===== src/ptsamp_pkg.sv =====
// shared constants, types and functions of the projectile trajectory sampler
package ptsamp_pkg;

  localparam int MAX_POINTS_DEF = 64;
  localparam int FRAC_BITS      = 16;
  localparam int CORDIC_STEPS   = 20;
  localparam int STEP_W         = 5;
  localparam int ANG_W          = 16;
  localparam int REM_W          = 14;
  localparam int CS_W           = 31;
  localparam int DIVN_W         = 32 + FRAC_BITS;
  localparam int DIVD_W         = 32;
  localparam int T_W            = DIVN_W + 6;
  localparam int MRES_W         = 62;

  localparam logic [ANG_W-1:0] QUARTER_TURN = 16'd11520;
  localparam logic [ANG_W-1:0] HALF_TURN    = 16'd23040;
  localparam logic [ANG_W-1:0] THREE_QUART  = 16'd34560;
  localparam logic [ANG_W-1:0] FULL_TURN    = 16'd46080;
  localparam logic [CS_W-1:0]  ONE_Q30      = 31'h4000_0000;
  localparam logic [CS_W-1:0]  CORDIC_K     = 31'd652032874;

  // register indexes of the configuration port
  localparam logic [1:0] REG_GRAVITY = 2'd0;
  localparam logic [1:0] REG_SPEED   = 2'd1;
  localparam logic [1:0] REG_ANGLE   = 2'd2;

  localparam logic [23:0] GRAVITY_RST = 24'd642253;
  localparam logic [31:0] SPEED_RST   = 32'd0;
  localparam logic [15:0] ANGLE_RST   = 16'd5760;

  // product shift select
  localparam logic [1:0] SH_F  = 2'd0;
  localparam logic [1:0] SH_F1 = 2'd1;
  localparam logic [1:0] SH_30 = 2'd2;

  typedef struct packed {
    logic       start;
    logic [1:0] shsel;
  } mul_req_t;

  // atan(2^-i) in degrees with 16 fraction bits
  function automatic logic [21:0] atan_lut(input logic [STEP_W-1:0] i);
    case (i)
      5'd0:    atan_lut = 22'd2949120;
      5'd1:    atan_lut = 22'd1740967;
      5'd2:    atan_lut = 22'd919879;
      5'd3:    atan_lut = 22'd466945;
      5'd4:    atan_lut = 22'd234379;
      5'd5:    atan_lut = 22'd117304;
      5'd6:    atan_lut = 22'd58666;
      5'd7:    atan_lut = 22'd29335;
      5'd8:    atan_lut = 22'd14668;
      5'd9:    atan_lut = 22'd7334;
      5'd10:   atan_lut = 22'd3667;
      5'd11:   atan_lut = 22'd1833;
      5'd12:   atan_lut = 22'd917;
      5'd13:   atan_lut = 22'd458;
      5'd14:   atan_lut = 22'd229;
      5'd15:   atan_lut = 22'd115;
      5'd16:   atan_lut = 22'd57;
      5'd17:   atan_lut = 22'd29;
      5'd18:   atan_lut = 22'd14;
      5'd19:   atan_lut = 22'd7;
      default: atan_lut = 22'd0;
    endcase
  endfunction

  // clamp a signed 64-bit value to the signed 32-bit range
  function automatic logic [31:0] sat32(input logic signed [63:0] v);
    if (v > 64'sh0000_0000_7FFF_FFFF) sat32 = 32'h7FFF_FFFF;
    else if (v < -64'sh0000_0000_8000_0000) sat32 = 32'h8000_0000;
    else sat32 = v[31:0];
  endfunction

endpackage


===== src/ptsamp_mul.sv =====
// shared multiplier: 64x64 magnitude product from four 32x32 partial products, shifted and capped
module ptsamp_mul import ptsamp_pkg::*; (
  input  logic              clk,
  input  logic              rst,
  input  mul_req_t          req,
  input  logic [63:0]       a,
  input  logic [63:0]       b,
  output logic              done,
  output logic [MRES_W-1:0] res
);

  logic         busy;
  logic [2:0]   cnt;
  logic [63:0]  a_q, b_q;
  logic [1:0]   sh_q;
  logic [63:0]  pp;
  logic [1:0]   pp_off;
  logic [127:0] acc, sh_val;
  logic [31:0]  a_half, b_half;

  assign a_half = cnt[1] ? a_q[63:32] : a_q[31:0];
  assign b_half = cnt[0] ? b_q[63:32] : b_q[31:0];

  always_comb begin
    case (sh_q)
      SH_F:    sh_val = acc >> FRAC_BITS;
      SH_F1:   sh_val = acc >> (FRAC_BITS + 1);
      SH_30:   sh_val = acc >> 30;
      default: sh_val = acc;
    endcase
  end

  // partial product, then accumulate, then shift and cap
  always_ff @(posedge clk) begin
    if (rst) begin
      busy <= 1'b0;
      done <= 1'b0;
      cnt  <= '0;
    end else begin
      done <= 1'b0;
      if (req.start) begin
        busy <= 1'b1;
        cnt  <= '0;
        acc  <= '0;
        a_q  <= a;
        b_q  <= b;
        sh_q <= req.shsel;
      end else if (busy) begin
        cnt <= cnt + 1'b1;
        if (cnt < 3'd4) begin
          pp     <= a_half * b_half;
          pp_off <= 2'(cnt[1]) + 2'(cnt[0]);
        end
        if (cnt >= 3'd1 && cnt <= 3'd4)
          acc <= acc + ({64'd0, pp} << (7'd32 * pp_off));
        if (cnt == 3'd5) begin
          busy <= 1'b0;
          done <= 1'b1;
          if (sh_val[127:MRES_W] != '0 || sh_val[MRES_W-1:0] > {2'b10, 60'd0})
            res <= {2'b10, 60'd0};
          else
            res <= sh_val[MRES_W-1:0];
        end
      end
    end
  end

endmodule


===== config.mk =====
export PLATFORM = sky130hd
export DESIGN_NAME = ptsamp_mul
export DESIGN_NICKNAME = d
export VERILOG_FILES = /design/src/ptsamp_pkg.sv /design/src/ptsamp_mul.sv
export SDC_FILE = /design/constraint.sdc
export NUM_CORES = 2
export LEC_CHECK = 0
export ABC_AREA = 1
export BUFFER_PORTS_ARGS = -buffer_cell sky130_fd_sc_hd__buf_4
export CAP_MARGIN = 10
export CORE_MARGIN = 10
export CORE_UTILIZATION = 62
export CTS_CLUSTER_SIZE = 10
export DETAILED_ROUTE_END_ITERATION = 6
export MAX_ROUTING_LAYER = met4
export PLACE_DENSITY = 0.89
export RECOVER_POWER = 100
export REMOVE_ABC_BUFFERS = 1
export SLEW_MARGIN = 20
export SYNTH_ARGS = -nofsm -noshare
export SYNTH_HDL_FRONTEND = slang
export SYNTH_SLANG_ARGS = --single-unit

===== constraint.sdc =====
create_clock -name clk -period 14.05 [get_ports clk]
set_input_delay 1.405 -clock clk [delete_from_list [all_inputs] [get_ports clk]]
set_output_delay 1.405 -clock clk [all_outputs]
set_load 0.02 [all_outputs]

Word-level counts from Yosys, hierarchy flattened --
Index checks and enable logic that the tools add are counted.
Word-level totals: register bits after elaboration 391
Operators by class: multipliers 1, equal/unequal tests 3, add/sub/neg operators 3, bitwise gates (word level) 3, mux-type cells 9, magnitude comparators 4, shifts and indexed selects 1, reduce and logical (&&, ||, !) cells 12
Operators with widths (number):
- $pmux 128 s3 | 1
- $mux 128 | 2
- $add 128x128->128 | 1
- $shl 64x7->128 | 1
- $reduce_bool 66->1 | 1
- $mul 32x32->64 | 1
- $mux 32 | 2
- $gt 62x62->1 const B | 1
- $reduce_and 4->1 | 2
- $mux 1 | 4
- $reduce_bool 2->1 | 2
- $add 3x1->3 const B | 1
- $eq 3x3->1 const B | 1
- $ge 3x1->1 const B | 1
- $le 3x3->1 const B | 1
- $lt 3x3->1 const B | 1
- $not 1->1 | 3
- $reduce_and 3->1 | 1
- $reduce_or 3->1 | 1
- $add 1x1->2 | 1
- $eq 2x1->1 const B | 1
- $eq 2x2->1 const B | 1
- $logic_not 2->1 | 1
- $reduce_and 2->1 | 1
- other kinds (3) | 3

Longest topological paths before layout --
depth in word-level cells 4, gate-level depth with buffers 36, gate-level depth less buffers 33

Worst setup path after synthesis --
No wires, ideal clock.
path type input to register, start point input port rst, end point register acc[0], enable pin, buffers on the path 0, cell stages on the path 3, setup slack 2.143 ns, arrival time 11.098 ns, cell sequence inv_1 nand2_1 o32ai_1
Between the ends: word-level cells in the longest chain between the ends 2
RTL lines:
- from (decl) | line ptsamp_mul.sv:4 | input logic rst,
- $not 1->1 (no source line)
- $reduce_and 3->1 (no source line)
- to (signal assigned) | line ptsamp_mul.sv:55 | acc <= acc + ({64'd0, pp} << (7'd32 * pp_off));
- to (decl) | line ptsamp_mul.sv:18 | logic [127:0] acc, sh_val;
No other way between the ends. A chain may end at the register's enable or synchronous reset.

Worst setup path in the final report --
start point register cnt[1], end point register pp[46], data pin
Between the ends: word-level cells in the longest chain between the ends 2
RTL lines:
- from (decl) | line ptsamp_mul.sv:13 | logic [2:0] cnt;
- from (signal assigned) | line ptsamp_mul.sv:49 | cnt <= cnt + 1'b1;
- $mux 32 | line ptsamp_mul.sv:21 | assign a_half = cnt[1] ? a_q[63:32] : a_q[31:0];
- $mul 32x32->64 | line ptsamp_mul.sv:51 | pp <= a_half * b_half;
- to (signal assigned) | line ptsamp_mul.sv:51
- to (decl) | line ptsamp_mul.sv:16 | logic [63:0] pp;
No other way between the ends.

==> impl_metrics.tcl <==
set metrics [dict create \
    clkLatencyLatePin_ps 710 \
    finalHoldViolCount 0 \
    postCtsSetupBuffers 0 \
    postRouteAntennaNets 0 \
    avgSynthCellArea_um2 7.152 \
    fmax_mhz 85.40 \
    critPathArrivalTime_ps 12120 \
    design.portCount 196 \
    cts_tree "built" \
    portBuffers 195 \
    antenna_found_initial 7 \
    setup_violations 0 \
    top_layer_used "met4" \
    final_cells 10465 \
    max-cap-violations 13 \
    min_period_ps 11710 \
    vias_per_cell 5.967 \
    synth_area_um2 64040 \
    die-area_um2 116600 \
    synthToLayoutAreaGrowth_pct 6.943 \
    ys_seq_area_frac 0.1825 \
    slew_headroom -5.002 \
    drtIter0Drc 8045 \
    die_h_um 341.4 \
    cts_sinks 391 \
    rows 117 \
    final_max_slew_viol_count 783 \
    min_period_over_period 0.8335 \
    synth.distinct_cells 45 \
    groute.usage.overall 0.4794 \
    core_area_um2 102200 \
    violations "design-rule violations, max-capacitance violations, max-slew violations" \
    hold_path_depth 2 \
    initial_core_util 0.6268 \
    synthCells 8955 \
    hp-class "reg2reg" \
    route.met2.wl_um 117500 \
    reg2reg_depth 24 \
    detailroute.via_count 62445 \
    grt_max_degree 129 \
    dp.cells 10361 \
    cts_buffers 52 \
    end_kind "flip-flop" \
    drtPass1Iterations 7 \
    drt_wl_total_um 273800 \
    met1Wirelength_um 84600 \
    wl_per_cell_um 26.16 \
    tns_ps 0 \
    clk_pin_slew_worst_paths_ps 60 \
    drive_above_1_share 0.04819 \
    gp_congestion 1.179 \
    grt_first_pass_wirelength_um 397600 \
    ys_ff_latch 391 \
    worst_pin_slew_ps 9003 \
    cts-root-buf "clkbuf_16" \
    path_max_fanout 34 \
    worstSetupPathType "reg2reg" \
    status "complete, but fails checks" \
    overflow 0 \
    cts_resized 0 \
    clock_skew_ps 52.16 \
    cp.required_ps 14460 \
    grt_pass1_vias 63747 \
    nets 10472 \
    drc 7 \
    met3_length_um 36410 \
    crit_path_start_kind "flip-flop" \
    hpwlAfterDp_um 217000 \
    htree_levels 2 \
    hold_buffers 0 \
    ys.warnings.count 0 \
    clock_path_buffers 3 \
    rsz0062_at_grt "no" \
    die_w_um 341.4 \
]
## metrics by stage
stage / util / hold WS [ps] / cell area (um2) / setup WS [ps]
finish: 0.6703 / 571.1 / 68490 / 2340
global route: 0.6702 / 594.7 / 68490 / 2226
CTS: 0.6733 / 570.2 / 68790 / 4536
detailed placement: 0.6563 / 542.1 / 67070 / 4676
global placement: 0.6562 / 513.3 / 67050 / 4744
floorplan: - / 483.7 / 63000 / 2143
## synthesized netlist by cell type, drive strengths merged
cell type,n,area [um2]
a211oi,1,7.510
a21boi,7,52.55
a21o,16,120.1
a21oi,262,1311
a22oi,1,7.510
a31oi,14,87.58
and2,15,93.84
and3,2,12.51
buf,38,266.5
clkbuf,208,780.8
clkinv,17,63.81
dfxtp,5,100.1
edfxtp,386,11590
fa,897,17960
ha,393,4917
inv,2092,7858
nand2,2482,9321
nand2b,1,6.260
nand3,189,945.9
nand3b,2,15.01
nand4,87,544.3
nor2,1366,5238
nor3,49,245.2
nor3b,1,7.510
nor4,15,93.84
o211a,1,10.01
o211ai,6,45.04
o21a,6,45.04
o21ai,258,1291
o21bai,17,127.6
o31ai,1,7.510
o32ai,1,8.760
or2,71,444.2
xnor2,13,113.9
xor2,35,306.5
## per-layer routing
| metal | vias to the layer above | GRT usage |
|---|---|---|
| li1 | 26742 | - |
| met5 | - | - |
| met2 | 5282 | 0.7207 |
| met3 | 2023 | 0.1499 |
| met1 | 28398 | 0.4949 |
| met4 | 0 | 0.4570 |
## worst paths after layout
kind | from | to | slack [ps]
setup / recovery | cnt[1] | pp[46] | 2340
hold / removal | busy | cnt[0] | 570
setup reg to reg | cnt[1] | pp[46] | 2340
hold reg to reg | busy | cnt[0] | 570
## sequential cells by signal, summed over array words and instances (netlist names)
name,count
pp_off,2
pp,64
a_q,64
res,62
b_q,64
acc,128
cnt,3
sh_q,2
busy,1
done,1
## worst max-delay path: stages, from the launching register on
cell and delay, ps:
dfxtp_1 340, clkbuf_1 2050, o21ai_0 1330, inv_1 1120, nand2_1 410, fa_1 680
fa_1 460, fa_1 570, inv_1 60, fa_1 480, fa_1 520, fa_1 510
inv_1 60, fa_1 560, inv_1 60, ha_1 420, nand2_1 130, nor2_1 140
inv_1 120, nor2_1 180, nand2_1 60, o21ai_0 680, nand3_1 250, nand3_1 130
nand2_1 70
## cells by family after synthesis
kind of cell	count (synthesis)	share of synthesized area
xor gates and xnor gates	48	0.006564
adders and majority gates	1290	0.3572
and+or+nand+nor	4280	0.2649
AOI/OAI and AO/OA	591	0.04874
buffers and inverters	2355	0.1400
DFF	391	0.1826
## placed cells by master, fill, tap and decap left out, types with 71 or more instances in the layout
cell and count:
nor2_1 1328, a21oi_1 262, ha_1 393, o21ai_0 188, fa_1 897, nand3_1 189
nand4_1 87, edfxtp_1 386, nand2_1 2481, or2_2 71, clkbuf_1 100, inv_1 2087
clkbuf_4 126, buf_4 79
## area by class of cell
| cell class | instances | area [um2] |
|---|---|---|
| diodes | 8 | 20.02 |
| repair buffers | 286 | 1843 |
| fillers | 8615 | 33690 |
| inverters | 2109 | 7923 |
| multi-input cells | 6209 | 43570 |
| clock buffers | 73 | 1400 |
| flip-flops and latches | 391 | 11690 |
| clock inverters | 21 | 327.8 |
| well taps | 1368 | 1712 |
Power is not shown: default switching activity piles up to over one toggle a cycle in this logic, so the estimate is an artifact.
