<file path="src/ptsamp_pkg.sv">
// shared constants, types and functions of the projectile trajectory sampler
package ptsamp_pkg;

  localparam int MAX_POINTS_DEF = 64;
  localparam int FRAC_BITS      = 16;
  localparam int CORDIC_STEPS   = 20;
  localparam int STEP_W         = 5;
  localparam int ANG_W          = 16;
  localparam int REM_W          = 14;
  localparam int CS_W           = 31;
  localparam int DIVN_W         = 32 + FRAC_BITS;
  localparam int DIVD_W         = 32;
  localparam int T_W            = DIVN_W + 6;
  localparam int MRES_W         = 62;

  localparam logic [ANG_W-1:0] QUARTER_TURN = 16'd11520;
  localparam logic [ANG_W-1:0] HALF_TURN    = 16'd23040;
  localparam logic [ANG_W-1:0] THREE_QUART  = 16'd34560;
  localparam logic [ANG_W-1:0] FULL_TURN    = 16'd46080;
  localparam logic [CS_W-1:0]  ONE_Q30      = 31'h4000_0000;
  localparam logic [CS_W-1:0]  CORDIC_K     = 31'd652032874;

  // register indexes of the configuration port
  localparam logic [1:0] REG_GRAVITY = 2'd0;
  localparam logic [1:0] REG_SPEED   = 2'd1;
  localparam logic [1:0] REG_ANGLE   = 2'd2;

  localparam logic [23:0] GRAVITY_RST = 24'd642253;
  localparam logic [31:0] SPEED_RST   = 32'd0;
  localparam logic [15:0] ANGLE_RST   = 16'd5760;

  // product shift select
  localparam logic [1:0] SH_F  = 2'd0;
  localparam logic [1:0] SH_F1 = 2'd1;
  localparam logic [1:0] SH_30 = 2'd2;

  typedef struct packed {
    logic       start;
    logic [1:0] shsel;
  } mul_req_t;

  // atan(2^-i) in degrees with 16 fraction bits
  function automatic logic [21:0] atan_lut(input logic [STEP_W-1:0] i);
    case (i)
      5'd0:    atan_lut = 22'd2949120;
      5'd1:    atan_lut = 22'd1740967;
      5'd2:    atan_lut = 22'd919879;
      5'd3:    atan_lut = 22'd466945;
      5'd4:    atan_lut = 22'd234379;
      5'd5:    atan_lut = 22'd117304;
      5'd6:    atan_lut = 22'd58666;
      5'd7:    atan_lut = 22'd29335;
      5'd8:    atan_lut = 22'd14668;
      5'd9:    atan_lut = 22'd7334;
      5'd10:   atan_lut = 22'd3667;
      5'd11:   atan_lut = 22'd1833;
      5'd12:   atan_lut = 22'd917;
      5'd13:   atan_lut = 22'd458;
      5'd14:   atan_lut = 22'd229;
      5'd15:   atan_lut = 22'd115;
      5'd16:   atan_lut = 22'd57;
      5'd17:   atan_lut = 22'd29;
      5'd18:   atan_lut = 22'd14;
      5'd19:   atan_lut = 22'd7;
      default: atan_lut = 22'd0;
    endcase
  endfunction

  // clamp a signed 64-bit value to the signed 32-bit range
  function automatic logic [31:0] sat32(input logic signed [63:0] v);
    if (v > 64'sh0000_0000_7FFF_FFFF) sat32 = 32'h7FFF_FFFF;
    else if (v < -64'sh0000_0000_8000_0000) sat32 = 32'h8000_0000;
    else sat32 = v[31:0];
  endfunction

endpackage

</file>
<file path="src/ptsamp_div.sv">
// restoring divider, one quotient bit per cycle
module ptsamp_div import ptsamp_pkg::*; (
  input  logic              clk,
  input  logic              rst,
  input  logic              start,
  input  logic [DIVN_W-1:0] dividend,
  input  logic [DIVD_W-1:0] divisor,
  output logic              done,
  output logic [DIVN_W-1:0] quo
);

  localparam int CNT_W = $clog2(DIVN_W + 1);

  logic              busy;
  logic [CNT_W-1:0]  cnt;
  logic [DIVD_W-1:0] rem, dvs;
  logic [DIVD_W:0]   trial;

  assign trial = {rem, quo[DIVN_W-1]};

  always_ff @(posedge clk) begin
    if (rst) begin
      busy <= 1'b0;
      done <= 1'b0;
      cnt  <= '0;
    end else begin
      done <= 1'b0;
      if (start) begin
        busy <= 1'b1;
        cnt  <= '0;
        rem  <= '0;
        quo  <= dividend;
        dvs  <= divisor;
      end else if (busy) begin
        // trial subtract
        if (trial >= {1'b0, dvs}) begin
          rem <= DIVD_W'(trial - {1'b0, dvs});
          quo <= {quo[DIVN_W-2:0], 1'b1};
        end else begin
          rem <= trial[DIVD_W-1:0];
          quo <= {quo[DIVN_W-2:0], 1'b0};
        end
        cnt <= cnt + 1'b1;
        if (cnt == CNT_W'(DIVN_W - 1)) begin
          busy <= 1'b0;
          done <= 1'b1;
        end
      end
    end
  end

endmodule
</file>
<file path="config.mk">
export PLATFORM = sky130hd
export DESIGN_NAME = ptsamp_div
export DESIGN_NICKNAME = d
export VERILOG_FILES = /design/src/ptsamp_pkg.sv /design/src/ptsamp_div.sv
export SDC_FILE = /design/constraint.sdc
export NUM_CORES = 1
export LEC_CHECK = 0
export CELL_PAD_IN_SITES_DETAIL_PLACEMENT = 1
export CELL_PAD_IN_SITES_GLOBAL_PLACEMENT = 1
export CORE_ASPECT_RATIO = 1.1
export CORE_MARGIN = 4
export CORE_UTILIZATION = 50
export CTS_CLUSTER_SIZE = 20
export DETAILED_ROUTE_END_ITERATION = 12
export DONT_BUFFER_PORTS = 1
export GPL_TIMING_DRIVEN = 0
export PLACE_DENSITY = 0.9
export RECOVER_POWER = 50
export SYNTH_ARGS = -nofsm -noshare
export SYNTH_HDL_FRONTEND = slang
export SYNTH_SLANG_ARGS = --single-unit
export TNS_END_PERCENT = 100
</file>
<file path="constraint.sdc">
create_clock -name clk -period 6.45 [get_ports clk]
set_input_delay 0.9675 -clock clk [delete_from_list [all_inputs] [get_ports clk]]
set_output_delay 0.9675 -clock clk [all_outputs]
set_load 0.02 [all_outputs]
</file>
# After elaboration in Yosys (flattened, before gate mapping)
# Index checks and enable logic that the tools add are counted.
[op_classes]
n_mux = 9
eq_ne = 1
add_sub_neg = 2
reduce_logical = 5
magnitude_cmp = 1
bitwise_logic = 2
[ops]
columns = ["cell", "n"]
rows = [
  ["two-way mux 48 bit", 2],
  ["two-way mux 32 bit", 2],
  [">= comparator 33 x 32 -> 1 bit", 1],
  ["subtractor 32 bit", 1],
  ["adder 6 x 1 -> 6 bit, second input constant", 1],
  ["equality test 6 bit, second input constant", 1],
  ["two-way mux 1 bit", 5],
  ["AND reduction 2 bit", 2],
  ["OR reduction 3 bit", 1],
  ["NOT 1 bit", 2],
  ["nonzero test 2 bit", 1],
  ["OR reduction 2 bit", 1],
]
[word_totals]
word_cells = 26
reg_bits = 120
input_bits = 83
out_inout_bits = 49

# Longest topological paths before layout
# Gate-level depths: netlist of run 1.
[logic_depth]
word_depth = 4
mapped_depth = 13
depth_no_buf = 11

# Worst setup path after synthesis of run 1
# OpenSTA, ideal clock, no wires.
[synth_path]
path_type = "input -> register"
from = "input start"
to = "register quo[0], enable pin"
setup_slack_ns = 0.795
setup_time_ns = 0.519
n_path_buf = 3
arrival_ns = 5.136
path_stages = 5
required_time_ns = 5.931
path_cell_list = "clkbuf_1 clkbuf_1 buf_1 nor2_1 nor2_1"
[synth_between]
elab_chain_len = 2
[synth_lines]
columns = ["element", "line_no", "source"]
rows = [
  ["start, declared", "ptsamp_div.sv:5", "input logic start,"],
  ["nonzero test 2 bit (no source line)", "-", ""],
  ["AND reduction 2 bit (no source line)", "-", ""],
  ["end signal, assigned", "ptsamp_div.sv:32", "quo <= dividend;"],
  ["end signal, assigned", "ptsamp_div.sv:38", "quo <= {quo[DIVN_W-2:0], 1'b1};"],
  ["end signal, assigned", "ptsamp_div.sv:41", "quo <= {quo[DIVN_W-2:0], 1'b0};"],
  ["end, declared", "ptsamp_div.sv:9", "output logic [DIVN_W-1:0] quo"],
]
# No other way between the ends.
# A chain may end at the register's enable or synchronous reset.

# Worst setup path after layout of run 1
[layout_path]
from = "register quo[47]"
to = "register rem[30] (data pin)"
[layout_between]
elab_chain_len = 3
[layout_lines]
columns = ["element", "line_no", "source"]
rows = [
  ["subtractor 32 bit or >= comparator 33 x 32 -> 1 bit (tied branches)", "ptsamp_div.sv:37, ptsamp_div.sv:36", ""],
  ["two-way mux 32 bit *", "ptsamp_div.sv:36", "if (trial >= {1'b0, dvs}) begin"],
  ["two-way mux 32 bit *", "ptsamp_div.sv:34", "end else if (busy) begin"],
  ["end signal, assigned", "ptsamp_div.sv:37", "rem <= DIVD_W'(trial - {1'b0, dvs});"],
  ["end signal, assigned", "ptsamp_div.sv:40", "rem <= trial[DIVD_W-1:0];"],
  ["end, declared", "ptsamp_div.sv:16", "logic [DIVD_W-1:0] rem, dvs;"],
]
# Mark *: on every way between the ends. The rest lies on a longest branch, timed or not. The select of a mux whose other input is x is not followed.

==> metrics.cfg, run 1 <==
[run_status]
run_status=finished clean

[synth]
synthDistinctLibCells=62
synth_edf_count=112
yosysWarnings=0
synth.top_cell.area_share_pct=48.9
synth_area_um2=6880
syn_nets=718
synth_common_cells=edfxtp_1 (112), mux2_2 (52), nand2_1 (48)
synth_top_cell_by_area=edfxtp_1
async_flop_share_pct=0
synth-seq-cells=120
ys_seq_area_share_pct=51.2
avgSynthCellArea_um2=11.4
synth_top_family_by_area=multiplexers
synthAdderAreaFrac_pct=6.29
synth-compound-area-share_pct=12.1
yosysMostFrequentCell=edfxtp_1
synthFlopType=edfxtp_1
synth-xor-area-share_pct=2.80
synth_cells=601
synthMuxAreaShare_pct=12.2
synth.area.top_cells=edfxtp_1 (49%), mux2_2 (8.5%), ha_1 (6.0%), nand2_1 (2.6%), dfxtp_1 (2.3%)
synthSimpleGateAreaFrac_pct=11.1

[timing]
finalHoldViolations=0
relSlewSlack_pct=2.18
finalCriticalPeriod_ps=3700
finalMaxSlewViolations=0
timing.final.crit_share_pct=57.4
worstMarginPinSlew_ps=1460
finClkSkew_ps=14.0
fmax_ghz=0.270
finalSetupViolations=0
rsz0062_at_grt=false
fin_tns_setup_ps=0

[cts]
htree_num_levels=4
post-cts-setup-buffer-count=0
cts_tree=done
clk_pin_slew_worst_paths_ps=60
cts_root_buffer=clkbuf_16
cts.sinks=120
cts_buffers=17
cts_hold_repair.buffers=0
clock_latency_ps=430
cts_resized=0
clock_path_buffers=2

[min_path]
min_from=cnt[5]
holdPathStages=2
hp-class=reg -> reg
min_to=cnt[5]

[worst_setup_path]
reg2reg_slack_ps=2750
cp_max_fo=4
r2r_end=rem[30]
reg2regPathDepth=11
required_ps=6600
critPathKind=reg -> reg
cp_cell_sequence=inv_1, ha_1, fa_1, nand2b_1, a21oi_1, o21ai_0, a31oi_1, a221o_1, a311oi_1, xor2_1, o31ai_1
crit_arrival_ps=3850
r2r_start=quo[47]
worstSetupEndpointType=flip-flop
critPathLaunchType=flip-flop
slowest_stage=edfxtp_1
crit_path_max_incr_delay_ps=560

[routing]
routed_wirelength_mm=19.6
drcViolationCount=0
post_drt_wl_per_cell_um=23.9
firstDrtPassIters=5
vias=5064
drtAntennaViolNets=0
drt_iter0_drc=310
viasPerCell=6.18

[die]
fp.dieH_um=131
start_util_pct=51.6
rows=44
io_pins=132
die-width_um=120
dieArea_um2=15700
coreArea_um2=13300

[power_and_ir_drop]
powerDensity_nw_per_um2=317
swShare_pct=30.6
power_frac_seq_pct=40.4
p_leak_nw=2.97
vdd.ir_drop.worst_uv=189
clockPowerShare_pct=38.2
p_int_mw=1.71
pwr-share-comb_pct=21.4
p_sw_mw=0.751

[finish]
final_core_utilization_pct=58.3
fillers=1397
area_growth_pct=13.0
ff_latch_area_um2=3520
multi_input_area_um2=3070
drive_above_1_share_pct=16.0
nets=740
stdcell_count=820
num_antenna_cells=0

[global_routing]
grt_antenna_before_repair=0
grt_pass1_wl_mm=30.8
grt-ovfl-total=0
grt_max_degree=39
grt_pass1_vias=5566
grt_usage_pct=26.0

[place]
placed_cells=788
place_congestion=0.929
dp_hpwl_mm=13.6
portBuffers=0

[run]
cap_viol_max_count=0

[placed cells by master, fill, tap and decap left out, types with 4 or more instances in the layout]
master / count
a311oi_1: 4
nand2_1: 48
o211ai_1: 5
a31oi_1: 6
mux2_1: 13
clkbuf_1: 20
o31ai_1: 7
clkinv_4: 5
o21a_1: 6
xnor2_1: 12
nand4_1: 12
edfxtp_1: 112
mux2i_1: 14
nor2b_1: 16
clkbuf_16: 17
and3_1: 8
inv_1: 42
ha_1: 33
nand3_1: 9
or3_1: 6
a21oi_1: 30
o21ai_0: 17
o2111ai_1: 7
and2_1: 4
xor2_1: 10
nor2_1: 41
a21o_1: 9
nor3_1: 5
mux2_2: 49
dfxtp_1: 8
[how the worst max path moves through the flow]
stage | slack [ps] | end | from | depth (start not counted)
3_3_place_gp | -1030 | rem[26] | start | 5
5_1_grt | 2560 | rem[30] | quo[47] | 11
6_report | 2750 | rem[30] | quo[47] | 11
3_5_place_dp | 2640 | quo[10] | start | 7
2_1_floorplan | 800 | quo[0] | start | 5
4_1_cts | 2820 | rem[30] | quo[47] | 11
[cell type report]
cell class,instances,share of cell area [%]
Tap cell,184,2.96
Inverter,43,2.08
Sequential cell,120,45.4
Clock inverter,12,1.53
Timing Repair Buffer,3,0.870
Multi-Input combinational cell,411,39.5
Clock buffer,20,6.01
Buffer,27,1.69
[kinds of logic after synthesis]
logic type | Yosys count
flops | 120
fa+ha+maj | 34
xor+xnor | 22
simple gates | 160
mux | 76
compound gates | 119
buf+inv | 70
[per-layer routing]
layer	share of wire, %	global-route usage [%]	up-vias	wire [µm]
li1	-	-	2289	-
met1	37	28.2	2494	7280
met2	52	46.9	225	10100
met3	7.8	8.65	56	1520
met4	3.4	11.1	0	664
met5	0	0	-	0
[per-stage QoR]
stage	cell area (µm²)	hold slack, ps	worst slack, ps	total power, mW
finish	7770	535	2750	2.46
global route	7770	565	2560	2.56
CTS	7780	549	2820	2.47
detailed placement	7190	523	2640	1.52
global placement	7110	469	-1030	1.48
floorplan	6880	458	795	1.38
[sequential cells by signal, indices dropped and copies added (netlist names)]
signal,flops
rem,32
dvs,32
done,1
cnt,6
busy,1
quo,48
[power by group through the flow]
stage | Sequential, mW | Clock [mW] | Combinational, mW
floorplan | 0.996 | 0 | 0.387
global placement | 1.01 | 0 | 0.473
detailed placement | 1.01 | 0 | 0.508
CTS | 0.995 | 0.952 | 0.523
global route | 1.00 | 0.989 | 0.576
finish | 0.994 | 0.939 | 0.526
[critical path: cells and delay by family, from the launching register on]
family                     cells  cell delay (ps)
and+or+nand+nor                1              170
DFF                            1              560
xor gates and xnor gates       1              190
AOI/OAI and AO/OA              6             1960
adders and majority gates      2              390
buffers and inverters          1              150
(Power assumes the default switching activity.)
==> inputs of run 2 (changes only) <==
Clock period 6.45 ns to 3.5 ns, I/O delays scaled along.
==> run 2 against run 1 <==
The run now ends with capacitance limit, slew limit left. Routed wire length increased by 1.0%. Sequential power increased by 84%. Via count increased by 0.53%. Clock power is 100% higher. Sequential share of layout area fell by 0.77 points. Core utilization rose by 1.0 points. Register-to-register slack lost 2600 ps. Flip-flop and latch count stayed put. Critical path type unchanged. Highest routed layer is now met5.
==> metrics.cfg, run 2 (synthesis results as in run 1) <==
[timing]
finalMaxSlewViolations=13
finalHoldViolations=0
timing.final.crit_share_pct=95.7
worstMarginPinSlew_ps=1610
relSlewSlack_pct=-7.69
finalSetupViolations=0
finClkSkew_ps=11.6
timing.hold.ws_ps=176
worst_slack_ps=151
finalCriticalPeriod_ps=3350
fmax_ghz=0.299

[place]
dp_hpwl_mm=13.4
post-place-ws_ps=-55.3
portBuffers=0
place_congestion=0.959

[power_and_ir_drop]
powerDensity_nw_per_um2=601
vdd.ir_drop.worst_uv=387
p_leak_nw=3.02
total_power_mw=4.75

[global_routing]
grt_max_degree=36
grt_usage_pct=26.1
grt-ovfl-total=0
grt_pass1_wl_mm=31.1
grt_pass1_vias=5643
grt_antenna_before_repair=1

[finish]
final_common_cell=edfxtp_1
area_growth_pct=14.9
largest_reg_flops=48
num_antenna_cells=0
nets=743
drive_above_1_share_pct=17.7
final_cell_mix=edfxtp_1 (112), mux2_2 (49), nand2_1 (48), inv_1 (42), nor2_1 (41)
reg_top3=quo (48), dvs (32), rem (32)
regMostFlops=quo

[cts]
clock_path_buffers=2
clk_pin_slew_worst_paths_ps=60
cts_tree=done
htree_num_levels=4
cts.sinks=120
cts_root_buffer=clkbuf_16
clock_latency_ps=430
cts_buffers=17

[worst_setup_path]
crit_buf_inv=4
critPathKind=reg -> reg
slowest_stage=edfxtp_1
crit_arrival_ps=3600
worstSetupEndpointType=flip-flop
cp_cell_sequence=inv_1, ha_1, nor2b_1, o21ai_0, nand4b_1, buf_4, a211oi_4, o31a_2, o21ai_2, a21boi_2, buf_6, buf_6, mux2i_1
required_ps=3750
cpMostUsedCell=buf_6
crit_path_max_incr_delay_ps=560
critPathLaunchType=flip-flop
cp_max_fo=10
path_delay_family=compound AO/OA/AOI/OAI gates

[routing]
drcViolationCount=0
viasPerCell=6.19
post_drt_wl_per_cell_um=24.0
drt_iter0_drc=338
routed_wirelength_mm=19.8
drtAntennaViolNets=0
vias=5091
firstDrtPassIters=5

[die]
io_pins=132
dieArea_um2=15700
fp.dieH_um=131
start_util_pct=51.6
coreArea_um2=13300
die-width_um=120
rows=44

[run]
cap_viol_max_count=1

[run_status]
run_status=finished, violations left
violations=capacitance limit, slew limit

[min_path]
hp-class=in -> reg

run 2: layer usage:
metal	track usage [%]	wire length, µm	vias to the layer above
met5	0	19	-
met4	13.0	831	2
met3	8.65	1480	63
met2	45.0	9770	225
met1	29.4	7670	2508
li1	-	-	2293
run 2: cell type report:
cell class	instances	area [µm²]
Fill cell	1394	5420
Sequential cell	120	3520
Multi-Input combinational cell	411	3140
Clock buffer	17	425
Tap cell	184	230
Clock inverter	15	200
Inverter	43	161
Buffer	27	133
Timing Repair Buffer	6	90.1
run 2: path summary, 6_finish.rpt:
check / to / slack (ps) / depth (start not counted) / from
hold reg to reg: cnt[5] / 510 / 2 / cnt[5]
setup / recovery: rem[13] / 150 / 13 / quo[47]
setup reg to reg: rem[13] / 150 / 13 / quo[47]
hold / removal: busy / 180 / 1 / rst
run 2: power breakdown:
part           internal (mW)  leakage (nW)  switching [mW]
logic                  0.409          1.59           0.609
clock network           1.19         0.299           0.705
registers               1.72          1.14           0.114
total                   3.32          3.02            1.43
run 2: through the flow:
stage / util [%] / area [µm²] / TNS (ps) / instances
2_1_floorplan: - / 6890 / 0 / 601
3_5_place_dp: 54.0 / 7190 / -86.4 / 788
3_3_place_gp: 53.4 / 7120 / -67440 / 785
6_report: 59.3 / 7900 / 0 / 823
5_1_grt: 59.3 / 7900 / -36.7 / 823
4_1_cts: 58.8 / 7830 / 0 / 820
run 2: what timing repair did:
item | 4_1_cts | 5_1_grt
pin swaps | 0 | 4
setup endpoints to repair | 4 | 30
endpoints found under the hold margin | 0 | 0
hold buffers | 0 | 0
gates cloned | 0 | 0
buffers inserted | 0 | 3
resized for setup | 2 | 14
