$ cat config.mk
export PLATFORM = sky130hd
export DESIGN_NAME = ptsamp_cordic
export DESIGN_NICKNAME = d
export VERILOG_FILES = /design/src/ptsamp_pkg.sv /design/src/ptsamp_cordic.sv
export SDC_FILE = /design/constraint.sdc
export NUM_CORES = 1
export LEC_CHECK = 0
export ABC_AREA = 1
export BUFFER_PORTS_ARGS = -buffer_cell sky130_fd_sc_hd__buf_2
export CAP_MARGIN = 20
export CORE_MARGIN = 8
export CORE_UTILIZATION = 55
export CTS_BUF_LIST = sky130_fd_sc_hd__clkbuf_4
export CTS_CLUSTER_DIAMETER = 60
export DETAILED_ROUTE_END_ITERATION = 8
export PLACE_DENSITY = 0.75
export SLEW_MARGIN = 10
export SYNTH_ARGS = -nofsm -noshare
export SYNTH_HDL_FRONTEND = slang
export SYNTH_SLANG_ARGS = --single-unit
$ cat constraint.sdc
create_clock -name clk -period 6.8 [get_ports clk]
set_input_delay 1.36 -clock clk [delete_from_list [all_inputs] [get_ports clk]]
set_output_delay 1.36 -clock clk [all_outputs]
set_load 0.02 [all_outputs]
$ cat src/ptsamp_pkg.sv
// shared constants, types and functions of the projectile trajectory sampler
package ptsamp_pkg;

  localparam int MAX_POINTS_DEF = 64;
  localparam int FRAC_BITS      = 16;
  localparam int CORDIC_STEPS   = 20;
  localparam int STEP_W         = 5;
  localparam int ANG_W          = 16;
  localparam int REM_W          = 14;
  localparam int CS_W           = 31;
  localparam int DIVN_W         = 32 + FRAC_BITS;
  localparam int DIVD_W         = 32;
  localparam int T_W            = DIVN_W + 6;
  localparam int MRES_W         = 62;

  localparam logic [ANG_W-1:0] QUARTER_TURN = 16'd11520;
  localparam logic [ANG_W-1:0] HALF_TURN    = 16'd23040;
  localparam logic [ANG_W-1:0] THREE_QUART  = 16'd34560;
  localparam logic [ANG_W-1:0] FULL_TURN    = 16'd46080;
  localparam logic [CS_W-1:0]  ONE_Q30      = 31'h4000_0000;
  localparam logic [CS_W-1:0]  CORDIC_K     = 31'd652032874;

  // register indexes of the configuration port
  localparam logic [1:0] REG_GRAVITY = 2'd0;
  localparam logic [1:0] REG_SPEED   = 2'd1;
  localparam logic [1:0] REG_ANGLE   = 2'd2;

  localparam logic [23:0] GRAVITY_RST = 24'd642253;
  localparam logic [31:0] SPEED_RST   = 32'd0;
  localparam logic [15:0] ANGLE_RST   = 16'd5760;

  // product shift select
  localparam logic [1:0] SH_F  = 2'd0;
  localparam logic [1:0] SH_F1 = 2'd1;
  localparam logic [1:0] SH_30 = 2'd2;

  typedef struct packed {
    logic       start;
    logic [1:0] shsel;
  } mul_req_t;

  // atan(2^-i) in degrees with 16 fraction bits
  function automatic logic [21:0] atan_lut(input logic [STEP_W-1:0] i);
    case (i)
      5'd0:    atan_lut = 22'd2949120;
      5'd1:    atan_lut = 22'd1740967;
      5'd2:    atan_lut = 22'd919879;
      5'd3:    atan_lut = 22'd466945;
      5'd4:    atan_lut = 22'd234379;
      5'd5:    atan_lut = 22'd117304;
      5'd6:    atan_lut = 22'd58666;
      5'd7:    atan_lut = 22'd29335;
      5'd8:    atan_lut = 22'd14668;
      5'd9:    atan_lut = 22'd7334;
      5'd10:   atan_lut = 22'd3667;
      5'd11:   atan_lut = 22'd1833;
      5'd12:   atan_lut = 22'd917;
      5'd13:   atan_lut = 22'd458;
      5'd14:   atan_lut = 22'd229;
      5'd15:   atan_lut = 22'd115;
      5'd16:   atan_lut = 22'd57;
      5'd17:   atan_lut = 22'd29;
      5'd18:   atan_lut = 22'd14;
      5'd19:   atan_lut = 22'd7;
      default: atan_lut = 22'd0;
    endcase
  endfunction

  // clamp a signed 64-bit value to the signed 32-bit range
  function automatic logic [31:0] sat32(input logic signed [63:0] v);
    if (v > 64'sh0000_0000_7FFF_FFFF) sat32 = 32'h7FFF_FFFF;
    else if (v < -64'sh0000_0000_8000_0000) sat32 = 32'h8000_0000;
    else sat32 = v[31:0];
  endfunction

endpackage

$ cat src/ptsamp_cordic.sv
// iterative cordic rotation giving clamped first-quadrant cos and sin in q1.30
module ptsamp_cordic import ptsamp_pkg::*; (
  input  logic             clk,
  input  logic             rst,
  input  logic             start,
  input  logic [REM_W-1:0] rem,
  output logic             done,
  output logic [CS_W-1:0]  cos_q,
  output logic [CS_W-1:0]  sin_q
);

  logic               busy;
  logic [STEP_W-1:0]  step;
  logic signed [33:0] x, y, dx, dy;
  logic signed [26:0] z, at;

  // shift toward zero by the step index
  function automatic logic signed [33:0] shr_tz(input logic signed [33:0] v,
                                               input logic [STEP_W-1:0] i);
    logic [33:0] m;
    m = v[33] ? 34'(-v) : 34'(v);
    m = m >> i;
    shr_tz = v[33] ? -$signed(m) : $signed(m);
  endfunction

  assign dx = shr_tz(y, step);
  assign dy = shr_tz(x, step);
  assign at = $signed({5'd0, atan_lut(step)});

  // one micro-rotation per cycle
  always_ff @(posedge clk) begin
    if (rst) begin
      busy <= 1'b0;
      done <= 1'b0;
      step <= '0;
    end else begin
      done <= 1'b0;
      if (start) begin
        busy <= 1'b1;
        step <= '0;
        x    <= $signed({3'd0, CORDIC_K});
        y    <= '0;
        z    <= $signed({4'd0, rem, 9'd0});
      end else if (busy) begin
        if (!z[26]) begin
          x <= x - dx;
          y <= y + dy;
          z <= z - at;
        end else begin
          x <= x + dx;
          y <= y - dy;
          z <= z + at;
        end
        if (step == STEP_W'(CORDIC_STEPS - 1)) begin
          busy <= 1'b0;
          done <= 1'b1;
        end
        step <= step + 1'b1;
      end
    end
  end

  // clamp into [0, 1]
  always_comb begin
    if (x[33]) cos_q = '0;
    else if (x > $signed({3'd0, ONE_Q30})) cos_q = ONE_Q30;
    else cos_q = x[CS_W-1:0];
    if (y[33]) sin_q = '0;
    else if (y > $signed({3'd0, ONE_Q30})) sin_q = ONE_Q30;
    else sin_q = y[CS_W-1:0];
  end

endmodule

; Yosys cells after proc, flatten, opt, wreduce, memory -nomap -nowiden
; Memory sizes are Yosys's and may differ from the RTL's. A register that Yosys moved wholly into a read port is not among the register bits.
; Cells that the tools add are included.
[word_totals]
register_bits = 102
inputBits = 17
word_cells = 51
output_inout_bits = 63
rom_bits = 704
memories = 1
[op_classes]
n_lt_le_gt_ge = 2
addsub = 11
bitwise = 2
n_mux = 21
n_shift = 2
eq_ne = 1
n_reduce_logical = 4
[memory_table]
columns = memory, words, width, read_ports, rd_clocked_by_memory_dff, wr, line
row1 = (no name shown), 32, 22, 1, 1, 0, ptsamp_pkg.sv:44  ; case (i)
[op_table]
columns = operator, count
row1 = 34-bit two-way mux, 8
row2 = 34-bit negator, 4
row3 = 31-bit two-way mux, 4
row4 = 34-bit adder, 2
row5 = 34-bit by 32-bit > comparator with 1-bit output (second input constant), 2
row6 = 34-bit by 5-bit >> shifter with 34-bit output, 2
row7 = 34-bit subtractor, 2
row8 = 27-bit two-way mux, 2
row9 = 27-bit by 23-bit adder with 27-bit output, 1
row10 = 27-bit by 23-bit subtractor with 27-bit output, 1
row11 = 23-bit two-way mux, 1
row12 = 5-bit two-way mux, 2
row13 = 5-bit by 1-bit adder with 5-bit output (second input constant), 1
row14 = 5-bit equality test (second input constant), 1
row15 = 1-bit two-way mux, 4
row16 = 3-bit OR reduction, 1
row17 = 1-bit NOT, 2
row18 = 2-bit AND reduction, 1
row19 = 2-bit nonzero test, 1
row20 = 2-bit OR reduction, 1

; Depth between registers and ports, before layout
; Gate-level depths: netlist of run 1.
[depth]
ltp_word = 8
mapped_depth = 49

; Least setup slack after synthesis of run 1
; Ideal clock, no wire load.
[synth_timing]
path_type = input -> register
startpoint = in start
endpoint = reg x[0] (enable)
required_time_ns = 6.217
path_stages = 3
arrival_ns = 6.232
slack_ns = -0.015
setup_ns = 0.583
n_path_buf = 1
cell_sequence = inv_1 clkbuf_1 a21oi_1
[synth_between]
elab_chain_cells = 2
[synth_rtl]
columns = element, line
row1 = "start, declared", ptsamp_cordic.sv:5  ; input logic start,
row2 = 2-bit nonzero test (no source line), --
row3 = 2-bit AND reduction (no source line), --
row4 = "end signal, assigned", ptsamp_cordic.sv:41  ; x <= $signed({3'd0, CORDIC_K});
row5 = "end signal, assigned", ptsamp_cordic.sv:46  ; x <= x - dx;
row6 = "end signal, assigned", ptsamp_cordic.sv:50  ; x <= x + dx;
row7 = "end, declared", ptsamp_cordic.sv:14  ; logic signed [33:0] x, y, dx, dy;
; No other way between the ends.
; A chain may end at the register's enable or synchronous reset.

; Worst setup path after layout of run 1
[layout_timing]
startpoint = reg y[1]
endpoint = reg x[30], data pin
[layout_between]
elab_chain_cells = 8
elab_cells_between_ends = 9
cone_classes = 4 x add/sub / 1 x shift / 4 x mux
[layout_rtl]
columns = element, line
row1 = "start, declared", ptsamp_cordic.sv:14
row2 = "start signal, assigned", ptsamp_cordic.sv:47  ; y <= y + dy;
row3 = "start signal, assigned", ptsamp_cordic.sv:51  ; y <= y - dy;
row4 = 34-bit negator, ptsamp_cordic.sv:21  ; m = v[33] ? 34'(-v) : 34'(v);
row5 = 34-bit two-way mux *, ptsamp_cordic.sv:21
row6 = 34-bit by 5-bit >> shifter with 34-bit output *, ptsamp_cordic.sv:22  ; m = m >> i;
row7 = 34-bit negator, ptsamp_cordic.sv:23  ; shr_tz = v[33] ? -$signed(m) : $signed(m);
row8 = 34-bit two-way mux *, ptsamp_cordic.sv:23
row9 = 34-bit subtractor / 34-bit adder (equally long branches), "ptsamp_cordic.sv:46, ptsamp_cordic.sv:50"
row10 = 34-bit two-way mux *, ptsamp_cordic.sv:45  ; if (!z[26]) begin
row11 = 34-bit two-way mux *, ptsamp_cordic.sv:44  ; end else if (busy) begin
; Mark *: on every way between the ends. The rest lies on a longest branch, timed or not. The select of a mux whose other input is x is not followed.

==> results of run 1 <==
-- metal layers --
| metal | vias to the layer above | global-route usage, % | share of wire (%) |
|---|---|---|---|
| li1 | 12360 | - | - |
| met1 | 11160 | 41.25 | 44 |
| met2 | 1132 | 48.23 | 44 |
| met3 | 166 | 5.307 | 8.8 |
| met4 | 0 | 9.418 | 3.2 |
| met5 | - | 0 | 0 |
-- sequential cells by signal (all words and copies together), names as in the netlist --
signal	flops
x	34
step	5
z	27
y	34
at	22
done	1
busy	1
-- worst min-delay path, delay by kind of cell, from the launching register on --
| kind | cells | cell delay, ns |
|---|---|---|
| simple gates | 2 | 0.19 |
| flops | 1 | 0.38 |
-- logic make-up (layout without fill, tap and decap cells) --
logic type	count (synthesis)	after routing	share of synthesized area (%)
other cells	0	1	0
simple gates	2440	2440	52.67
xor+xnor	88	88	3.789
buf+inv	482	541	9.106
flops	124	124	16.25
compound gates	447	447	11.57
fa+ha+maj	110	110	6.620
-- layout by cell type (no fill, tap or decap), types with 5 or more instances in the layout --
cell type,instances
buf_4,83
edfxtp_1,95
o21a_1,22
nand3_4,6
xor2_2,7
inv_2,31
a31oi_1,12
o21ai_1,32
o21ai_2,10
buf_2,79
xnor2_1,26
dfxtp_1,24
o21ai_0,138
a21oi_1,174
and2_1,7
o211ai_1,13
ha_2,5
dfxtp_2,5
nand2_1,1118
or2_2,20
nor2_1,327
inv_1,308
a21oi_2,15
nor2_4,25
nand3_1,585
buf_12,5
clkbuf_4,18
xor2_1,53
nor2_2,43
ha_1,99
nand2_2,76
nor3_1,86
a21o_1,5
nand3b_1,18
nand2_4,6
nand4_1,44
nand3_2,71
-- final cells by class --
class / instances / area, µm² / share of cell area, %
repair buffers: 169 / 1149 / 4.992
flip-flops and latches: 124 / 3440 / 14.95
clock inverters: 14 / 146.4 / 0.6363
clock buffers: 18 / 135.1 / 0.5873
well taps: 518 / 648.1 / 2.817
diodes: 1 / 2.502 / 0.01088
multi-input cells: 3085 / 16210 / 70.46
inverters: 340 / 1276 / 5.547
-- through the flow --
stage / power, W / cell area, µm² / setup TNS, ns / cells / hold WS, ns
final: 0.008011 / 23010 / 0 / 4269 / 0.5889
after global routing: 0.008771 / 23010 / -0.6391 / 4269 / 0.6242
after CTS: 0.007613 / 22440 / 0 / 4251 / 0.6039
after detailed placement: 0.007024 / 22160 / 0 / 4219 / 0.5967
after global placement: 0.006973 / 22160 / 0 / 4219 / 0.5999
after floorplan: 0.005506 / 21140 / 0 / 3691 / 0.4939
-- repair_timing --
| action | 4_1_cts | 5_1_grt |
|---|---|---|
| gates resized for setup | 0 | 111 |
| setup buffers | 0 | 15 |
| endpoints found under the setup margin | 0 | 28 |
-- cell usage after synthesis, drive strengths merged (3+ instances only) --
master	number	area, µm²
edfxtp	95	2853
o211ai	13	97.59
dfxtp	29	580.6
o21bai	5	37.54
and2	7	43.79
xor2	60	555.5
ha	107	1339
o31ai	5	37.54
fa	3	60.06
a21o	5	37.54
nor3	88	445.4
inv	338	1269
a21oi	191	970.9
nor2	397	1790
or2	22	137.6
xnor2	28	245.2
buf	99	486.7
a31oi	13	81.33
clkbuf	43	161.4
nand2	1200	4692
nand3	662	3588
o21a	22	165.2
nand3b	18	135.1
nand4	44	275.3
o21ai	180	912.1
-- power by group through the flow --
| stage | clock network (W) | registers, W | logic [W] |
|---|---|---|---|
| after floorplan | 0 | 0.00120 | 0.00431 |
| after global placement | 0 | 0.00128 | 0.00569 |
| after detailed placement | 0 | 0.00129 | 0.00574 |
| after CTS | 0.000572 | 0.00127 | 0.00577 |
| after global routing | 0.000601 | 0.00129 | 0.00688 |
| final | 0.000558 | 0.00128 | 0.00617 |
-- path summary, 6_finish.rpt --
check / start / to / slack, ns / cells past startpoint
worst max register to register: y[1] / x[30] / 0.31 / 48
worst max-delay path: y[1] / x[30] / 0.31 / 48
worst min register to register: busy / done / 0.59 / 2
worst min-delay path: busy / done / 0.59 / 2
==> impl_results.md, run 1 <==
- Filler cell count: 3,929
- Synth Cell Area: 0.02113 mm²
- Crit. End Element: flop
- Share of layout cells above drive strength 1: 14.32%
- Tmin final: 6.490 ns
- DRC: 0
- Total CTS buffers: 17
- Synth unique cells: 55
- Yosys reg bits: 124
- Initial antenna violation count: 1
- Post-route ant nets: 0
- Worst path slowest cell: edfxtp_1
- Avg WL per Cell: 16.46 µm
- WP buf/inv: 8
- Async SR Flop Fraction: 0%
- Clock Latency Late Sink: 0.65 ns
- TritonRoute pass-1 iters: 8
- Final hold violations: 0
- Yosys warning total: 0
- First-pass GRT wire length: 111,200 µm
- Unrepaired setup endpoints after global routing: yes
- Largest net degree at the start of global routing: 133
- Sequential Power Share: 16.0%
- Post-route worst setup slack: 0.3097 ns
- Die Area: 0.04495 mm²
- HP Class: flop to flop
- Final Util: 60.09%
- Critical Path RT: 7.30 ns
- DR iter-0 viols: 3,348
- # port buffers: 79
- Crit share post-route: 95.45%
- Rows: 72
- Worst stage delay on the critical path: 0.54 ns
- Syn Inst Count: 3,691
- CTS max path bufs: 2
- Lkg Pwr: 11.20 nW
- Worst-margin pin slew: 0.9434 ns
- Register area share after synthesis: 16.25%
- Vias in the first global route: 21,810
- Place WS: 0.05439 ns
- Syn Area/Cell: 5.725 µm²
- F_max: 154.1 MHz
- Status: finished, final reports clean
- Gp weighted congestion: 1.031
- Clock sinks: 124
- Post-Syn Nets: 3,818
- Combinational Power Share: 77.0%
- H-tree depth: 4
- Avg Vias per Cell: 5.814
- CTS tree: yes
- VDD IR-drop max: 366.4 µV
- Int Pwr: 0.003440 W
- Crit Path Class: flop to flop
- Family with the most delay on the worst path: simple AND/OR/NAND/NOR gates
- Clk pin slew, worst setup/hold paths: 0.14 ns
- Critical Path Start Type: flop
- Post-synth EDFFs: 95
- Post-CTS Hold Buffers: 0
- DR vias: 24,820
- Clock root cell: clkbuf_4
- Core Area: 0.03829 mm²
- Sw Pwr: 0.004572 W
- Most frequent CP cell: nand2_1
- Die W: 212.0 µm
- Final nets: 3,864
- Die Y: 212.0 µm
- HPWL Detailed: 55,150 µm
- Final Slew Violations: 0
- Net Sw Frac: 57.06%
- CP max FO: 7
- Skew final: 0.02252 ns
- Routed WL: 70,290 µm
- Data arrival, critical path: 6.99 ns
- Grt ovf: 0
- Final setup violation count: 0
- Ports: 80
- Synth Flop Type: edfxtp_1
- Worst rel slew slack: 36.97%
- Total Routing Usage GR: 30.27%
- Initial Util: 55.19%
- Area growth syn-to-layout: 8.876%
- Power density over cell area: 348.2 mW/mm²
- Clock power share: 7.0%
- Max-cap violations: 0
(Power assumes the default switching activity.)
==> run 2, diff against run 1 <==
--- a/config.mk
+++ b/config.mk
@@ -14,5 +14,5 @@
 export CTS_CLUSTER_DIAMETER = 60
 export DETAILED_ROUTE_END_ITERATION = 8
-export PLACE_DENSITY = 0.75
+export PLACE_DENSITY = 0.72
 export SLEW_MARGIN = 10
 export SYNTH_ARGS = -nofsm -noshare
==> constraint.sdc (replaced) <==
create_clock -name clk -period 7.25 [get_ports clk]
set_input_delay 1.45 -clock clk [delete_from_list [all_inputs] [get_ports clk]]
set_output_delay 1.45 -clock clk [all_outputs]
set_load 0.005 [all_outputs]
==> impl_results.md, run 2 (synthesis gave the netlist of run 1 again) <==
- Status: finished, final reports clean (unchanged)
- Clock root cell: clkbuf_4 (unchanged)
- Die W: 212.0 µm (unchanged)
- Clock Latency Late Sink: 0.67 ns (was 0.65 ns)
- Initial Util: 55.19% (unchanged)
- Critical Path Start Type: flop (unchanged)
- F_max: 150.6 MHz (was 154.1 MHz)
- CTS tree: yes (unchanged)
- DR vias: 25,170 (was 24,820)
- Data arrival, critical path: 7.07 ns (was 6.99 ns)
- Post-route ant nets: 0 (unchanged)
- Crit Path Class: flop to flop (unchanged)
- Max-cap violations: 0 (unchanged)
- VDD IR-drop max: 315.5 µV (was 366.4 µV)
- Post-layout instance area: 0.02247 mm² (was 0.02301 mm²)
- Placement Cell Area: 0.02193 mm² (was 0.02216 mm²)
- DR iter-0 viols: 3,159 (was 3,348)
- Sw Pwr: 0.004271 W (was 0.004572 W)
- Tmin final: 6.638 ns (was 6.490 ns)
- Skew final: 0.02508 ns (was 0.02252 ns)
- Post-CTS Hold Buffers: 0 (unchanged)
- R2R depth: 39 (was 48)
- Post-route worst setup slack: 0.6115 ns (was 0.3097 ns)
- Beginning of the critical path: y[24] (was y[1])
- TritonRoute pass-1 iters: 7 (was 8)
- Rows: 72 (unchanged)
- Clock sinks: 124 (unchanged)
- Gp weighted congestion: 1.020 (was 1.031)
- Area growth syn-to-layout: 6.342% (was 8.876%)
- Total Routing Usage GR: 32.33% (was 30.27%)
- Clk pin slew, worst setup/hold paths: 0.15 ns (was 0.14 ns)
- Largest net degree at the start of global routing: 110 (was 133)
- Avg WL per Cell: 17.71 µm (was 16.46 µm)
- Ports: 80 (unchanged)
- Worst-margin pin slew: 1.040 ns (was 0.9434 ns)
- Share of layout cells above drive strength 1: 11.96% (was 14.32%)
- Most frequent cells in the layout: nand2_1 (1,129), nand3_1 (611), nor2_1 (328) (was nand2_1 (1,118), nand3_1 (585), nor2_1 (327))
- Place WS: 0.3260 ns (was 0.05439 ns)
- Final nets: 3,836 (was 3,864)
- Crit share post-route: 91.57% (was 95.45%)
- Final hold violations: 0 (unchanged)
- Most frequent CP cell: nand2_1 (unchanged)
- Clock power share: 7.5% (was 7.0%)
- Crit path capture: x[30] (unchanged)
- R2r endpoint: x[30] (unchanged)
- Net Sw Frac: 58.76% (was 57.06%)
- Sequential Power Share: 16.3% (was 16.0%)
- Lkg Pwr: 11.01 nW (was 11.20 nW)
- Reg2Reg Setup Slack: 0.61 ns (was 0.31 ns)
- # port buffers: 79 (unchanged)
- Critical Path RT: 7.68 ns (was 7.30 ns)
- Commonest non-fill, non-tap cell in the layout: nand2_1 (unchanged)
- Post-Place Cells: 4,189 (was 4,219)
- Worst rel slew slack: 30.15% (was 36.97%)
- Avg Vias per Cell: 5.935 (was 5.814)
- CTS max path bufs: 2 (unchanged)
- Unrepaired setup endpoints after global routing: yes (unchanged)
- HPWL Detailed: 59,520 µm (was 55,150 µm)
- Top Registers: x x34, y x34, z x27 (unchanged)
- Total CTS buffers: 17 (unchanged)
- Int Pwr: 0.002997 W (was 0.003440 W)
- H-tree depth: 4 (unchanged)
- Hold WS: 0.6408 ns (was 0.5889 ns)
- Worst stage delay on the critical path: 0.58 ns (was 0.54 ns)
- Routed WL: 75,100 µm (was 70,290 µm)
- Core Area: 0.03829 mm² (unchanged)
- Final Slew Violations: 0 (unchanged)
- Power density over cell area: 323.5 mW/mm² (was 348.2 mW/mm²)
- DRC: 0 (unchanged)
- Die Y: 212.0 µm (unchanged)
- First-pass GRT wire length: 116,900 µm (was 111,200 µm)
- Vias in the first global route: 22,320 (was 21,810)
- Initial antenna violation count: 1 (unchanged)
- CP max FO: 7 (unchanged)
- Final setup violation count: 0 (unchanged)
- Crit. End Element: flop (unchanged)
- Die Area: 0.04495 mm² (unchanged)
- Worst R2R Start: y[24] (was y[1])
- Grt ovf: 0 (unchanged)
- Fin cells: 4,241 (was 4,269)
- Worst path slowest cell: edfxtp_1 (unchanged)
- Combinational Power Share: 76.2% (was 77.0%)
- Total power: 0.007269 W (was 0.008011 W)
- HP Class: flop to flop (unchanged)
## run 2: cell count changes in the layout (fill, tap and decap cells not counted), moves of 4 or more
| cell | before | now |
|---|---|---|
| a21oi_1 | 174 | 183 |
| a21oi_2 | 15 | 6 |
| buf_4 | 83 | 55 |
| ha_1 | 99 | 104 |
| ha_2 | 5 | 1 |
| inv_8 | 0 | 4 |
| nand2_1 | 1118 | 1129 |
| nand2_2 | 76 | 69 |
| nand2_4 | 6 | 2 |
| nand3_1 | 585 | 611 |
| nand3_2 | 71 | 47 |
| o21ai_0 | 138 | 143 |
| o21ai_2 | 10 | 5 |
## run 2: layout make-up
cell class,instances,area [µm²]
fillers,3940,15820
clock inverters,15,152.6
inverters,340,1276
well taps,518,648.1
clock buffers,17,127.6
diodes,1,2.502
repair buffers,141,943.4
flip-flops and latches,124,3440
multi-input cells,3085,15880
## run 2: worst min-delay path by stage
stage                          to  depth (start not counted)  from  slack [ns]
after floorplan              done                          2  busy        0.49
after global placement    step[0]                          2  busy        0.60
after detailed placement  step[0]                          2  busy        0.61
after CTS                    done                          2  busy        0.63
after global routing         done                          2  busy        0.63
final                        done                          2  busy        0.64
## run 2: timing repair
item	CTS	global route
gates resized for setup	0	32
buffers inserted	0	18
setup endpoints to repair	0	18
## run 2: per-layer routing
| layer | vias to the layer above | routed length (µm) | share of wire, % | GRT usage [%] |
|---|---|---|---|---|
| met3 | 168 | 6880 | 9.2 | 4.245 |
| met1 | 11430 | 32170 | 43 | 43.56 |
| met5 | - | 0 | 0 | 0 |
| met2 | 1261 | 33780 | 45 | 53.00 |
| met4 | 0 | 2267 | 3.0 | 10.50 |
| li1 | 12320 | - | - | - |
## run 2: critical path: cells and delay by family (launching register included)
family                     cells  cell delay [ns]
AOI/OAI and AO/OA              8             1.62
xor gates and xnor gates       1             0.45
adders and majority gates      2             0.64
and+or+nand+nor               27             3.04
buffers and inverters          1             0.05
DFF                            1             0.58
## run 2: stage by stage
stage	util (%)	setup TNS, ns
2_1_floorplan	-	0
3_3_place_gp	57.29	0
3_5_place_dp	57.29	0
4_1_cts	58.02	0
5_1_grt	58.69	-0.1371
6_report	58.69	0
## run 2: power by group through the flow
stage                     logic [W]  registers, W  clock network [W]
final                       0.00554       0.00119           0.000542
after global routing        0.00617       0.00120           0.000574
after CTS                   0.00529       0.00119           0.000553
after detailed placement    0.00526       0.00121                  0
after global placement      0.00516       0.00121                  0
after floorplan             0.00400       0.00112                  0
